[config.mk]
export PLATFORM = sky130hd
export DESIGN_NAME = midi_clock_tempo_monitor
export DESIGN_NICKNAME = d
export VERILOG_FILES = /design/src/rtl/core/mctm_pkg.sv /design/src/rtl/core/mctm_ctrl.sv /design/src/rtl/core/mctm_datapath.sv /design/src/rtl/core/midi_clock_tempo_monitor.sv
export SDC_FILE = /design/constraint.sdc
export NUM_CORES = 1
export LEC_CHECK = 0
export BUFFER_PORTS_ARGS = -buffer_cell sky130_fd_sc_hd__buf_2
export CELL_PAD_IN_SITES_DETAIL_PLACEMENT = 1
export CELL_PAD_IN_SITES_GLOBAL_PLACEMENT = 1
export CORE_MARGIN = 3
export CORE_UTILIZATION = 50
export CTS_BUF_LIST = sky130_fd_sc_hd__clkbuf_8
export DETAILED_ROUTE_END_ITERATION = 16
export PLACE_DENSITY_LB_ADDON = 0.3
export SETUP_SLACK_MARGIN = 0.2
export SYNTH_ARGS = -nofsm -noshare
export SYNTH_HDL_FRONTEND = slang
export SYNTH_SLANG_ARGS = --single-unit
[constraint.sdc]
create_clock -name clock -period 9.5 [get_ports clock]
set_clock_uncertainty 0.05 [all_clocks]
set_input_delay 0.95 -clock clock [delete_from_list [all_inputs] [get_ports clock]]
set_output_delay 0.95 -clock clock [all_outputs]
set_load 0.01 [all_outputs]
[src/rtl/core/mctm_pkg.sv]
// Shared types and constants of the MIDI clock tempo monitor.
`default_nettype none

package mctm_pkg;

   // Field and datapath widths
   localparam int TYPE_W     = 4;
   localparam int CHAN_W     = 4;
   localparam int DATA_W     = 8;
   localparam int VALUE_W    = 16;
   localparam int TIME_W     = 32;
   localparam int COUNT_W    = 32;
   localparam int TEMPO_W    = 14;
   localparam int PERIOD_W   = 18;
   localparam int IIR_W      = PERIOD_W + 3;
   localparam int DIVISOR_W  = PERIOD_W + 5;
   localparam int DIVIDEND_W = 30;
   localparam int STEP_W     = $clog2(DIVIDEND_W);

   // Command codes
   localparam logic CMD_RECORD = 1'b0;
   localparam logic CMD_QUERY  = 1'b1;

   // Event type codes
   localparam logic [TYPE_W-1:0] TYPE_NONE  = 4'd0;
   localparam logic [TYPE_W-1:0] TYPE_CLOCK = 4'd1;

   // Interval filter and tempo constants
   localparam logic [TIME_W-1:0]     MIN_INTERVAL_US    = 32'd5000;
   localparam logic [TIME_W-1:0]     MAX_INTERVAL_US    = 32'd200000;
   localparam logic [DIVIDEND_W-1:0] TEMPO_DIVIDEND     = 30'd600000000;
   localparam logic [TEMPO_W-1:0]    TEMPO_MAX          = 14'd9999;
   localparam logic [TIME_W-1:0]     PRESENT_WINDOW_MS  = 32'd500;
   localparam logic [TIME_W-1:0]     ACTIVITY_WINDOW_MS = 32'd140;
   localparam logic [TIME_W-1:0]     AGE_NONE           = 32'hFFFF_FFFF;

   // Controller to datapath commands
   typedef struct packed {
      logic capture;
      logic update;
      logic div_load;
      logic div_step;
      logic out_load;
   } cmd_type;

   // Datapath to controller status
   typedef struct packed {
      logic div_last;
   } sts_type;

endpackage

`default_nettype wire

[src/rtl/core/mctm_ctrl.sv]
// Sequencing state machine and result handshake of the tempo monitor.
`default_nettype none

module mctm_ctrl (
   input  wire logic            clock,
   input  wire logic            reset,
   input  wire logic            req_valid,
   output logic                 req_ready,
   output logic                 rsp_valid,
   input  wire logic            rsp_ready,
   output mctm_pkg::cmd_type    cmd,
   input  wire mctm_pkg::sts_type sts
);

   localparam logic [2:0] S_IDLE   = 3'd0;
   localparam logic [2:0] S_UPDATE = 3'd1;
   localparam logic [2:0] S_LOAD   = 3'd2;
   localparam logic [2:0] S_DIVIDE = 3'd3;
   localparam logic [2:0] S_FINISH = 3'd4;

   logic [2:0] state_ff;
   logic [2:0] state_in;
   logic       rsp_valid_ff;
   logic       rsp_valid_in;
   logic       out_free;

   assign out_free  = !rsp_valid_ff || rsp_ready;
   assign req_ready = (state_ff == S_IDLE);
   assign rsp_valid = rsp_valid_ff;

   // Decode state into datapath commands and next state
   always_comb begin
      cmd      = '0;
      state_in = state_ff;
      unique case (state_ff)
         S_IDLE: begin
            if (req_valid) begin
               cmd.capture = 1'b1;
               state_in    = S_UPDATE;
            end
         end
         S_UPDATE: begin
            cmd.update = 1'b1;
            state_in   = S_LOAD;
         end
         S_LOAD: begin
            cmd.div_load = 1'b1;
            state_in     = S_DIVIDE;
         end
         S_DIVIDE: begin
            cmd.div_step = 1'b1;
            if (sts.div_last) begin
               state_in = S_FINISH;
            end
         end
         S_FINISH: begin
            if (out_free) begin
               cmd.out_load = 1'b1;
               state_in     = S_IDLE;
            end
         end
         default: begin
            state_in = S_IDLE;
         end
      endcase
   end

   // Hold the result word until it is taken
   always_comb begin
      if (cmd.out_load) begin
         rsp_valid_in = 1'b1;
      end else if (rsp_ready) begin
         rsp_valid_in = 1'b0;
      end else begin
         rsp_valid_in = rsp_valid_ff;
      end
   end

   always_ff @(posedge clock) begin
      if (reset) begin
         state_ff     <= S_IDLE;
         rsp_valid_ff <= 1'b0;
      end else begin
         state_ff     <= state_in;
         rsp_valid_ff <= rsp_valid_in;
      end
   end

endmodule

`default_nettype wire

[src/rtl/core/mctm_datapath.sv]
// Event state, period filter, tempo divider and snapshot register.
`default_nettype none

module mctm_datapath (
   input  wire logic                                  clock,
   input  wire logic                                  reset,
   input  wire mctm_pkg::cmd_type                     cmd,
   output mctm_pkg::sts_type                          sts,
   input  wire logic                                  csr_valid,
   input  wire logic                                  csr_show_clock_events,
   input  wire logic                                  req_command,
   input  wire logic [mctm_pkg::TYPE_W-1:0]           req_event_type,
   input  wire logic [mctm_pkg::CHAN_W-1:0]           req_channel,
   input  wire logic [mctm_pkg::DATA_W-1:0]           req_data_byte,
   input  wire logic signed [mctm_pkg::VALUE_W-1:0]   req_event_value,
   input  wire logic [mctm_pkg::TIME_W-1:0]           req_now_ms,
   input  wire logic [mctm_pkg::TIME_W-1:0]           req_now_us,
   output logic [mctm_pkg::TYPE_W-1:0]                rsp_shown_type,
   output logic [mctm_pkg::CHAN_W-1:0]                rsp_shown_channel,
   output logic [mctm_pkg::DATA_W-1:0]                rsp_shown_data,
   output logic signed [mctm_pkg::VALUE_W-1:0]        rsp_shown_value,
   output logic [mctm_pkg::COUNT_W-1:0]               rsp_event_count,
   output logic [mctm_pkg::TIME_W-1:0]                rsp_event_time_ms,
   output logic [mctm_pkg::COUNT_W-1:0]               rsp_clock_count,
   output logic [mctm_pkg::TIME_W-1:0]                rsp_clock_age_ms,
   output logic                                       rsp_clock_present,
   output logic [mctm_pkg::TEMPO_W-1:0]               rsp_tempo_tenths_bpm,
   output logic                                       rsp_activity_recent
);

   // Configuration
   logic show_clock_ff;

   // Captured request word
   logic                                cmd_ff;
   logic [mctm_pkg::TYPE_W-1:0]         type_ff;
   logic [mctm_pkg::CHAN_W-1:0]         chan_ff;
   logic [mctm_pkg::DATA_W-1:0]         data_ff;
   logic signed [mctm_pkg::VALUE_W-1:0] value_ff;
   logic [mctm_pkg::TIME_W-1:0]         now_ms_ff;
   logic [mctm_pkg::TIME_W-1:0]         now_us_ff;

   // Monitor state
   logic [mctm_pkg::TYPE_W-1:0]         lat_type_ff;
   logic [mctm_pkg::CHAN_W-1:0]         lat_chan_ff;
   logic [mctm_pkg::DATA_W-1:0]         lat_data_ff;
   logic signed [mctm_pkg::VALUE_W-1:0] lat_value_ff;
   logic [mctm_pkg::COUNT_W-1:0]        lat_count_ff;
   logic [mctm_pkg::TIME_W-1:0]         lat_time_ff;
   logic [mctm_pkg::TIME_W-1:0]         act_time_ff;
   logic [mctm_pkg::COUNT_W-1:0]        clocks_ff;
   logic [mctm_pkg::TIME_W-1:0]         last_us_ff;
   logic [mctm_pkg::TIME_W-1:0]         last_ms_ff;
   logic [mctm_pkg::PERIOD_W-1:0]       period_ff;

   // Divider
   logic [mctm_pkg::DIVISOR_W-1:0]      divisor_ff;
   logic [mctm_pkg::DIVISOR_W-1:0]      rem_ff;
   logic [mctm_pkg::DIVIDEND_W-1:0]     quo_ff;
   logic [mctm_pkg::STEP_W-1:0]         step_ff;

   // Update terms
   logic                                is_clock;
   logic                                do_latch;
   logic [mctm_pkg::TIME_W-1:0]         delta;
   logic                                in_range;
   logic [mctm_pkg::IIR_W-1:0]          iir_sum;
   logic [mctm_pkg::PERIOD_W-1:0]       period_in;

   // Divider terms
   logic [mctm_pkg::DIVISOR_W:0]        rem_shift;
   logic [mctm_pkg::DIVISOR_W+1:0]      trial;
   logic [mctm_pkg::DIVISOR_W-1:0]      divisor_in;

   // Snapshot terms
   logic [mctm_pkg::TIME_W-1:0]         age_in;
   logic                                present_in;
   logic [mctm_pkg::TIME_W-1:0]         act_age;
   logic                                active_in;
   logic [mctm_pkg::TEMPO_W-1:0]        tempo_sat;
   logic [mctm_pkg::TEMPO_W-1:0]        tempo_in;

   // Interval measurement and 7/8 smoothing
   assign is_clock  = (type_ff == mctm_pkg::TYPE_CLOCK);
   assign do_latch  = !is_clock || show_clock_ff;
   assign delta     = now_us_ff - last_us_ff;
   assign in_range  = (delta >= mctm_pkg::MIN_INTERVAL_US)
                   && (delta <= mctm_pkg::MAX_INTERVAL_US);
   assign iir_sum   = {period_ff, 3'b000} - {3'b000, period_ff}
                    + {3'b000, delta[mctm_pkg::PERIOD_W-1:0]};
   assign period_in = (period_ff == '0) ? delta[mctm_pkg::PERIOD_W-1:0]
                                        : iir_sum[mctm_pkg::IIR_W-1:3];

   // Divisor is period times 24
   assign divisor_in = {1'b0, period_ff, 4'b0000} + {2'b00, period_ff, 3'b000};

   // One restoring division step
   assign rem_shift = {rem_ff, quo_ff[mctm_pkg::DIVIDEND_W-1]};
   assign trial     = {1'b0, rem_shift} - {2'b00, divisor_ff};

   assign sts.div_last = (step_ff == mctm_pkg::STEP_W'(mctm_pkg::DIVIDEND_W - 1));

   // Snapshot of clock age, presence, tempo and activity
   assign age_in     = (last_ms_ff != '0) ? (now_ms_ff - last_ms_ff) : mctm_pkg::AGE_NONE;
   assign present_in = (last_ms_ff != '0) && (age_in < mctm_pkg::PRESENT_WINDOW_MS);
   assign tempo_sat  = (quo_ff > mctm_pkg::DIVIDEND_W'(mctm_pkg::TEMPO_MAX))
                     ? mctm_pkg::TEMPO_MAX : quo_ff[mctm_pkg::TEMPO_W-1:0];
   assign tempo_in   = (present_in && (period_ff != '0)) ? tempo_sat : '0;
   assign act_age    = now_ms_ff - act_time_ff;
   assign active_in  = (act_time_ff != '0) && (act_age < mctm_pkg::ACTIVITY_WINDOW_MS);

   // Configuration register
   always_ff @(posedge clock) begin
      if (reset) begin
         show_clock_ff <= 1'b0;
      end else if (csr_valid) begin
         show_clock_ff <= csr_show_clock_events;
      end
   end

   // Capture the request word
   always_ff @(posedge clock) begin
      if (cmd.capture) begin
         cmd_ff    <= req_command;
         type_ff   <= req_event_type;
         chan_ff   <= req_channel;
         data_ff   <= req_data_byte;
         value_ff  <= req_event_value;
         now_ms_ff <= req_now_ms;
         now_us_ff <= req_now_us;
      end
   end

   // Apply a recorded event to the monitor state
   always_ff @(posedge clock) begin
      if (reset) begin
         lat_type_ff  <= '0;
         lat_chan_ff  <= '0;
         lat_data_ff  <= '0;
         lat_value_ff <= '0;
         lat_count_ff <= '0;
         lat_time_ff  <= '0;
         act_time_ff  <= '0;
         clocks_ff    <= '0;
         last_us_ff   <= '0;
         last_ms_ff   <= '0;
         period_ff    <= '0;
      end else if (cmd.update && (cmd_ff == mctm_pkg::CMD_RECORD)) begin
         if (is_clock) begin
            if ((last_us_ff != '0) && in_range) begin
               period_ff <= period_in;
            end
            last_us_ff <= now_us_ff;
            last_ms_ff <= now_ms_ff;
            clocks_ff  <= clocks_ff + 1'b1;
         end
         if (do_latch) begin
            lat_type_ff  <= type_ff;
            lat_chan_ff  <= chan_ff;
            lat_data_ff  <= data_ff;
            lat_value_ff <= value_ff;
            lat_count_ff <= lat_count_ff + 1'b1;
            lat_time_ff  <= now_ms_ff;
            if ((type_ff != mctm_pkg::TYPE_NONE) && !is_clock) begin
               act_time_ff <= now_ms_ff;
            end
         end
      end
   end

   // Step counter of the divider
   always_ff @(posedge clock) begin
      if (reset) begin
         step_ff <= '0;
      end else if (cmd.div_load) begin
         step_ff <= '0;
      end else if (cmd.div_step) begin
         step_ff <= step_ff + 1'b1;
      end
   end

   // Tempo divider: one quotient bit per cycle
   always_ff @(posedge clock) begin
      if (cmd.div_load) begin
         divisor_ff <= divisor_in;
         rem_ff     <= '0;
         quo_ff     <= mctm_pkg::TEMPO_DIVIDEND;
      end else if (cmd.div_step) begin
         if (!trial[mctm_pkg::DIVISOR_W+1]) begin
            rem_ff <= trial[mctm_pkg::DIVISOR_W-1:0];
         end else begin
            rem_ff <= rem_shift[mctm_pkg::DIVISOR_W-1:0];
         end
         quo_ff <= {quo_ff[mctm_pkg::DIVIDEND_W-2:0], !trial[mctm_pkg::DIVISOR_W+1]};
      end
   end

   // Result register
   always_ff @(posedge clock) begin
      if (cmd.out_load) begin
         rsp_shown_type       <= lat_type_ff;
         rsp_shown_channel    <= lat_chan_ff;
         rsp_shown_data       <= lat_data_ff;
         rsp_shown_value      <= lat_value_ff;
         rsp_event_count      <= lat_count_ff;
         rsp_event_time_ms    <= lat_time_ff;
         rsp_clock_count      <= clocks_ff;
         rsp_clock_age_ms     <= age_in;
         rsp_clock_present    <= present_in;
         rsp_tempo_tenths_bpm <= tempo_in;
         rsp_activity_recent  <= active_in;
      end
   end

endmodule

`default_nettype wire

[src/rtl/core/midi_clock_tempo_monitor.sv]
// MIDI clock tempo monitor: 7/8 smoothed clock period, tempo and activity snapshot.
// Each accepted request is captured, applied to the state, the divider loaded,
// run through the 30-step tempo divider and its result loaded; the result load
// waits until the previous response is taken. A new request is accepted only after
// the previous result is loaded, even while that response still waits in its register.
// Reset (synchronous, active high) clears all event and clock state and the config.
`default_nettype none

module midi_clock_tempo_monitor (
   input  wire logic                                  clock,
   input  wire logic                                  reset,
   input  wire logic                                  csr_valid,
   output logic                                       csr_ready,
   input  wire logic                                  csr_show_clock_events,
   input  wire logic                                  req_valid,
   output logic                                       req_ready,
   input  wire logic                                  req_command,
   input  wire logic [mctm_pkg::TYPE_W-1:0]           req_event_type,
   input  wire logic [mctm_pkg::CHAN_W-1:0]           req_channel,
   input  wire logic [mctm_pkg::DATA_W-1:0]           req_data_byte,
   input  wire logic signed [mctm_pkg::VALUE_W-1:0]   req_event_value,
   input  wire logic [mctm_pkg::TIME_W-1:0]           req_now_ms,
   input  wire logic [mctm_pkg::TIME_W-1:0]           req_now_us,
   output logic                                       rsp_valid,
   input  wire logic                                  rsp_ready,
   output logic [mctm_pkg::TYPE_W-1:0]                rsp_shown_type,
   output logic [mctm_pkg::CHAN_W-1:0]                rsp_shown_channel,
   output logic [mctm_pkg::DATA_W-1:0]                rsp_shown_data,
   output logic signed [mctm_pkg::VALUE_W-1:0]        rsp_shown_value,
   output logic [mctm_pkg::COUNT_W-1:0]               rsp_event_count,
   output logic [mctm_pkg::TIME_W-1:0]                rsp_event_time_ms,
   output logic [mctm_pkg::COUNT_W-1:0]               rsp_clock_count,
   output logic [mctm_pkg::TIME_W-1:0]                rsp_clock_age_ms,
   output logic                                       rsp_clock_present,
   output logic [mctm_pkg::TEMPO_W-1:0]               rsp_tempo_tenths_bpm,
   output logic                                       rsp_activity_recent
);

   mctm_pkg::cmd_type cmd;
   mctm_pkg::sts_type sts;

   // Config writes are taken at any time
   assign csr_ready = 1'b1;

   mctm_ctrl u_ctrl (
      .clock     (clock),
      .reset     (reset),
      .req_valid (req_valid),
      .req_ready (req_ready),
      .rsp_valid (rsp_valid),
      .rsp_ready (rsp_ready),
      .cmd       (cmd),
      .sts       (sts)
   );

   mctm_datapath u_datapath (
      .clock                 (clock),
      .reset                 (reset),
      .cmd                   (cmd),
      .sts                   (sts),
      .csr_valid             (csr_valid),
      .csr_show_clock_events (csr_show_clock_events),
      .req_command           (req_command),
      .req_event_type        (req_event_type),
      .req_channel           (req_channel),
      .req_data_byte         (req_data_byte),
      .req_event_value       (req_event_value),
      .req_now_ms            (req_now_ms),
      .req_now_us            (req_now_us),
      .rsp_shown_type        (rsp_shown_type),
      .rsp_shown_channel     (rsp_shown_channel),
      .rsp_shown_data        (rsp_shown_data),
      .rsp_shown_value       (rsp_shown_value),
      .rsp_event_count       (rsp_event_count),
      .rsp_event_time_ms     (rsp_event_time_ms),
      .rsp_clock_count       (rsp_clock_count),
      .rsp_clock_age_ms      (rsp_clock_age_ms),
      .rsp_clock_present     (rsp_clock_present),
      .rsp_tempo_tenths_bpm  (rsp_tempo_tenths_bpm),
      .rsp_activity_recent   (rsp_activity_recent)
   );

endmodule

`default_nettype wire

==> qor.yml, run 1 <==
status: "finished, final reports clean"
synth_edf_count: 293
ys_dominant_reg_cell: "dfxtp_1"
syn_area_sq_um: 29700
antenna_found_initial: 1
p_leak_uw: 0.0131
ioPinCount: 282
routed_wl_um: 86100
layout-drive-gt1-share_pct: 15.1
postLayoutCoreUtil_pct: 58.1
core-area_sq_um: 58200
synth-simple-area-share_pct: 17.9
synth_adder_area_share_pct: 8.20
ctsLongestPathBuffers: 3
die_w_um: 250
via_per_inst: 5.74
place.gp.congestion: 0.910
clkTransAtPathRegs_ns: 0.07
rsz0062_at_grt: "no"
post_cts_buffers: 0
grtUsageTotal_pct: 27.1
design_area_sq_um: 33800
grt_pass1_vias: 25700
combPwrFrac_pct: 16.7
grt_pass1_wl_um: 138000
maxSlewHeadroom_pct: 18.2
synth_warnings: 0
final_antenna_net_count: 0
report.final.slew_viol_count: 0
dp_hpwl_um: 61700
htreeDepth: 3
die_y_um: 250
numCtsBuffers: 98
grt_max_degree: 105
hp-class: "in -> reg"
tns_ns: 0
diodes: 0
synth_top_family_by_area: "simple AND/OR/NAND/NOR gates"
cp-start-kind: "flip-flop"
critPathKind: "reg -> reg"
synth_mux_area_share_pct: 1.18
synthToLayoutAreaGrowth_pct: 14.1
place_area_sq_um: 31700
port_buffers: 280
avgSynthCellArea_sq_um: 9.61
die-area_sq_um: 62300
synth_fp_nets: 3374
fin_crit_ns: 5.57
min_period_over_period_pct: 58.6
synth_cell_types: 100
hold_ws_ns: 0.335
rows: 88
finalNetCount: 3653
ir_drop_v: 0.000173
worst_pin_slew_ns: 1.23
dr.pass1.iters: 5
finalHoldViolations: 0
synth_seq_area_share_pct: 50.2
critPathArrivalTime_ns: 6.10
drcViolationCount: 0
synth_xor_area_share_pct: 4.13
wl_per_cell_um: 20.4
p_switching_uw: 1870
sw_frac_of_total_pct: 29.3
maxClockFrequency_mhz: 180
pwr-share-seq_pct: 45.7
hold_buffers: 0
internal_power_uw: 4510
cts.sinks: 598
setup_viol: 0
clock_power_share_pct: 37.6
drtIter0Drc: 1408
root_buffer: "clkbuf_8"
cp-end-kind: "flip-flop"
grt_overflow: 0
critPathRequiredTime_ns: 10.03
cts_tree: "built"
clkLatencyLatePin_ns: 0.72
drv_cap: 0
postCtsResizedCells: 0
synth_compound_gate_area_share_pct: 14.3
vias: 24200
critPathMaxFanout: 4
synth-seq-cells: 598
synthCells: 3088
start_util_pct: 50.9
async_flop_share_pct: 0
fillers: 6634
power.density_nw_per_um2: 188
==> through the flow <==
step,total power (uW),instances,setup slack [ns]
final,6380,4218,3.93
after global routing,6680,4218,3.45
after CTS,6420,4218,3.96
after detailed placement,4010,4032,4.01
after global placement,3940,4032,4.14
after floorplan,3720,3088,3.75
==> state kept, by name, summed over array words and instances, names as in the netlist, 14 cells and up <==
register	cells
u_datapath.rsp_event_time_ms	32
u_datapath.quo_ff	30
u_datapath.clocks_ff	32
u_datapath.value_ff	16
u_datapath.lat_value_ff	16
u_datapath.rsp_event_count	32
u_datapath.lat_time_ff	32
u_datapath.act_time_ff	32
u_datapath.divisor_ff	20
u_datapath.now_us_ff	32
u_datapath.rsp_shown_value	16
u_datapath.now_ms_ff	32
u_datapath.rem_ff	23
u_datapath.period_ff	18
u_datapath.rsp_clock_age_ms	32
u_datapath.last_us_ff	32
u_datapath.rsp_clock_count	32
u_datapath.last_ms_ff	32
u_datapath.rsp_tempo_tenths_bpm	14
u_datapath.lat_count_ff	32
==> cells by family after synthesis <==
logic type | count (synthesis)
AOI/OAI and AO/OA | 695
xor gates and xnor gates | 140
adders and majority gates | 183
buffers and inverters | 313
DFF | 598
muxes | 30
other | 1
and+or+nand+nor | 1128
==> worst max-delay path: stages, from the launching register on <==
cell	delay, ns
edfxtp_1	0.35
inv_1	0.05
ha_1	0.20
fa_1	0.41
nand2b_1	0.20
a21oi_1	0.29
o2111ai_1	0.21
a31oi_1	0.35
xor2_1	0.28
inv_1	0.11
fa_1	0.49
inv_1	0.04
ha_1	0.34
a21o_1	0.20
a21oi_1	0.13
nor2_1	0.06
a311o_1	0.33
o21ai_0	0.31
a21oi_1	0.18
o21ai_0	0.31
or3_1	0.15
a31oi_1	0.09
mux2_4	0.31
==> cells in the mapped netlist, drive strengths merged (16+ instances only) <==
master    n  share of area [%]
inv     195                2.5
a31oi    21               0.44
or3      36               0.76
edfxtp  293                 30
o21a     24               0.61
clkbuf  100                1.3
ha      164                6.9
buf      18               0.31
nand2   541                6.8
or2      16               0.34
a21oi   338                5.8
and3     35               0.74
nand4    39               0.82
nor2b    21               0.44
nor4     58                1.5
fa       19                1.3
nand2b   27               0.59
nand3    59                1.0
nor2    198                2.5
a21o     47                1.2
dfxtp   305                 21
xnor2    61                1.8
mux2     19               0.81
o21ai   123                2.1
xor2     79                2.3
nor3     48               0.84
==> layout make-up <==
| type | count | area (sq um) | share of cell area [%] |
|---|---|---|---|
| flip-flops and latches | 598 | 14900 | 44.0 |
| multi-input cells | 2177 | 13600 | 40.2 |
| repair buffers | 297 | 1540 | 4.54 |
| clock buffers | 110 | 1510 | 4.47 |
| well taps | 765 | 957 | 2.83 |
| inverters | 195 | 732 | 2.16 |
| clock inverters | 76 | 594 | 1.76 |
==> power by group through the flow <==
stage | combinational, uW | sequential, uW | clock (uW)
4_1_cts | 1060 | 2910 | 2450
2_1_floorplan | 792 | 2930 | 0
3_5_place_dp | 1050 | 2960 | 0
5_1_grt | 1200 | 2920 | 2570
3_3_place_gp | 984 | 2950 | 0
6_report | 1070 | 2910 | 2400
==> worst paths after layout <==
check / startpoint / to / slack, ns / cells after the start
max: u_datapath.now_us_ff[0]$_DFFE_PP_ / u_datapath.period_ff[16]$_SDFFE_PP0P_ / 3.93 / 22
min: req_event_value[9] / u_datapath.value_ff[9]$_DFFE_PP_ / 0.33 / 1
max reg2reg: u_datapath.now_us_ff[0]$_DFFE_PP_ / u_datapath.period_ff[16]$_SDFFE_PP0P_ / 3.93 / 22
min reg2reg: u_datapath.lat_time_ff[4]$_SDFFE_PP0P_ / u_datapath.rsp_event_time_ms[4]$_DFFE_PP_ / 0.37 / 0
==> per-layer routing <==
layer | track usage, % | vias up | share of wire [%]
li1 | - | 11500 | -
met1 | 34.4 | 12000 | 44
met2 | 47.3 | 588 | 49
met3 | 4.06 | 169 | 4.3
met4 | 9.27 | 2 | 3.1
met5 | 0 | - | 0.015
==> layout by cell type (no fill, tap or decap), drive strengths merged, types with 12 or more instances in the layout <==
master,netlist,routed
a211oi,14,14
a21o,47,47
a21oi,338,338
a31oi,21,21
and2,12,12
and3,35,35
buf,18,296
clkbuf,100,111
clkinv,0,28
dfxtp,305,305
edfxtp,293,293
fa,19,19
ha,164,164
inv,195,235
mux2,19,19
nand2,541,541
nand2b,27,27
nand3,59,59
nand4,39,39
nor2,198,198
nor2b,21,21
nor3,48,48
nor4,58,58
o21a,24,24
o21ai,123,123
o31ai,14,14
or2,16,16
or3,36,36
xnor2,61,61
xor2,79,79
No activity file was read; power rests on OpenSTA's default activity.
==> run 2, diff against run 1 <==
- CORE_UTILIZATION: 50 -> 48
- clock period: 9.5 -> 5.8 ns (I/O delays scaled with it)
==> run 2 against run 1 <==
Net effect:
- register-to-register slack lost 3.5 ns
- final area up 2.7%
- non-clock buffer count rose by 94
- sequential share of layout area is 1.1 points lower
- clock power increased by 59%
- first-iteration DRC count down 17%
- sequential power up 64%
- maximum frequency rose by 4.6%
- via count increased by 1.7%
- routed wire length up 3.4%
- total power rose by 63%
- core utilization shrank 0.86 points
- critical endpoint is now u_datapath.period_ff[15]$_SDFFE_PP0P_
- largest cell class unchanged
- highest routed layer unchanged
==> qor.yml, run 2 (synthesis gave the netlist of run 1 again) <==
critPathRequiredTime_ns: 6.31  # -3.72 ns
worst_pin_slew_ns: 1.19  # -0.0374 ns
final_antenna_net_count: 0  # unchanged
slowest_delay_ns: 0.49  # about the same
maxSlewHeadroom_pct: 20.7  # +2.5 points
rows: 90  # +2.3%
report.final.slew_viol_count: 0  # unchanged
critPathArrivalTime_ns: 5.84  # -0.26 ns
grt_pass1_vias: 26000  # +0.88%
critPathBufInv: 3  # unchanged
status: "finished, final reports clean"
rsz0062_at_grt: "no"
hp-class: "in -> reg"
die_w_um: 255  # +2.0%
port_buffers: 280  # unchanged
ioPinCount: 282  # unchanged
cts_tree: "built"
die-area_sq_um: 64800  # +4.1%
setup_viol: 0  # unchanged
synthToLayoutAreaGrowth_pct: 17.1
path_delay_family: "compound AO/OA/AOI/OAI gates"
core-area_sq_um: 60700  # +4.2%
ctsLongestPathBuffers: 3  # unchanged
clkLatencyLatePin_ns: 0.70  # -0.02 ns
cpMaxStageDelayCell: "fa_1"
drv_cap: 0  # unchanged
via_per_inst: 5.69  # -0.91%
htreeDepth: 3  # unchanged
cp-end-kind: "flip-flop"
drtIter0Drc: 1162  # -17%
dp_hpwl_um: 61700  # about the same
routed_wl_um: 89000  # +3.4%
grt_pass1_wl_um: 140000  # +1.5%
dr.pass1.iters: 5  # unchanged
finalWorstSetupSlack_ns: 0.475  # -3.46 ns
ir_drop_v: 0.000199  # +15%
critPathKind: "reg -> reg"
multi_input_area_sq_um: 13600  # +0.13%
fillers: 6857  # +3.4%
grt_overflow: 0  # unchanged
final_common_cell: "nand2_1"
start_util_pct: 48.9  # -2.1 points
drcViolationCount: 0  # unchanged
layout.area.seq_sq_um: 14900  # unchanged
finalNetCount: 3746  # +2.5%
maxClockFrequency_mhz: 188  # +4.6%
finalHoldViolations: 0  # unchanged
power.density_nw_per_um2: 299  # +59%
place.gp.congestion: 0.895  # -1.7%
cts.sinks: 598  # unchanged
crit_chain: "inv_1, ha_1, fa_1, nand2b_1, a21oi_2, o2111ai_1, a31oi_2, xor2_2, inv_1, fa_1, inv_1, ha_1, a21o_1, a21oi_1, nor2_1, a311o_1, o21ai_1, a21oi_1, or3_1, nand3_1, a21oi_1, mux2_1"
place_ws_ns: 0.260  # -3.75 ns
grt_max_degree: 107  # +1.9%
tns_ns: 0  # unchanged
min_period_over_period_pct: 91.8  # +33 points
root_buffer: "clkbuf_8"
cp-start-kind: "flip-flop"
vias: 24600  # +1.7%
layout-drive-gt1-share_pct: 14.7  # -0.44 points
grtUsageTotal_pct: 26.9  # -0.17 points
final_cell_mix: "541 x nand2_1, 333 x a21oi_1, 305 x dfxtp_1"
critPathMaxFanout: 4  # unchanged
wl_per_cell_um: 20.6  # +0.74%
p_leak_uw: 0.0134  # +2.5%
antenna_found_initial: 4  # +3
fin_crit_ns: 5.33  # -0.243 ns
numCtsBuffers: 97  # -1.0%
clkTransAtPathRegs_ns: 0.06  # about the same
die_y_um: 255  # +2.0%
run 2: cell types whose count changed in the layout (fill, tap and decap cells not counted), moves of 3 or more:
cell and change:
clkinv_1 +6, dlygate4sd3_1 +91, clkinv_2 -8, diode_2 +3, o21ai_1 +3, o21ai_0 -3
run 2: final cells by class:
class,count,area share (%)
antenna,3,0.0216
clock buffer,110,4.36
clock inverter,72,1.45
inverter,195,2.11
multi-input combinational,2177,39.2
sequential,598,42.9
tap,782,2.82
timing repair buffer,391,7.15
run 2: where the power goes:
group / switching (uW) / leakage [uW] / internal, uW
logic: 1080 / 0.00705 / 718
clock network: 1820 / 0.00114 / 2000
registers: 160 / 0.00523 / 4610
total: 3060 / 0.0134 / 7320
run 2: path summary, 6_finish.rpt:
path | from | cells past startpoint | endpoint | slack, ns
max | u_datapath.now_us_ff[0]$_DFFE_PP_ | 22 | u_datapath.period_ff[15]$_SDFFE_PP0P_ | 0.47
min | req_now_us[11] | 1 | u_datapath.now_us_ff[11]$_DFFE_PP_ | 0.06
max reg2reg | u_datapath.now_us_ff[0]$_DFFE_PP_ | 22 | u_datapath.period_ff[15]$_SDFFE_PP0P_ | 0.47
min reg2reg | u_datapath.lat_value_ff[0]$_SDFFE_PP0P_ | 0 | u_datapath.rsp_shown_value[0]$_DFFE_PP_ | 0.38
run 2: timing repair:
action / in CTS / in global routing
endpoints found under the hold margin: 91 / 0
pin swaps: 0 / 1
hold buffers: 91 / 0
gates resized for setup: 1 / 5
setup buffers: 0 / 3
setup endpoints to repair: 1 / 6
run 2: through the flow:
stage / cell area (sq um) / hold WS, ns / instances / total power (uW) / util (%)
after global placement: 31800 / 0.363 / 4049 / 6450 / 52.3
after detailed placement: 31800 / 0.366 / 4049 / 6560 / 52.3
final: 34700 / 0.0574 / 4328 / 10400 / 57.2
after floorplan: 29700 / 0.358 / 3088 / 6090 / -
after global routing: 34700 / 0.0335 / 4328 / 10900 / 57.2
after CTS: 34700 / 0.00496 / 4322 / 10400 / 57.2
run 2: per-layer routing:
layer,global-route usage [%],wire length (um),up-vias
li1,-,-,11700
met1,34.0,38100,12200
met2,47.1,44100,566
met3,4.02,3990,158
met4,9.56,2710,2
met5,0,7,-
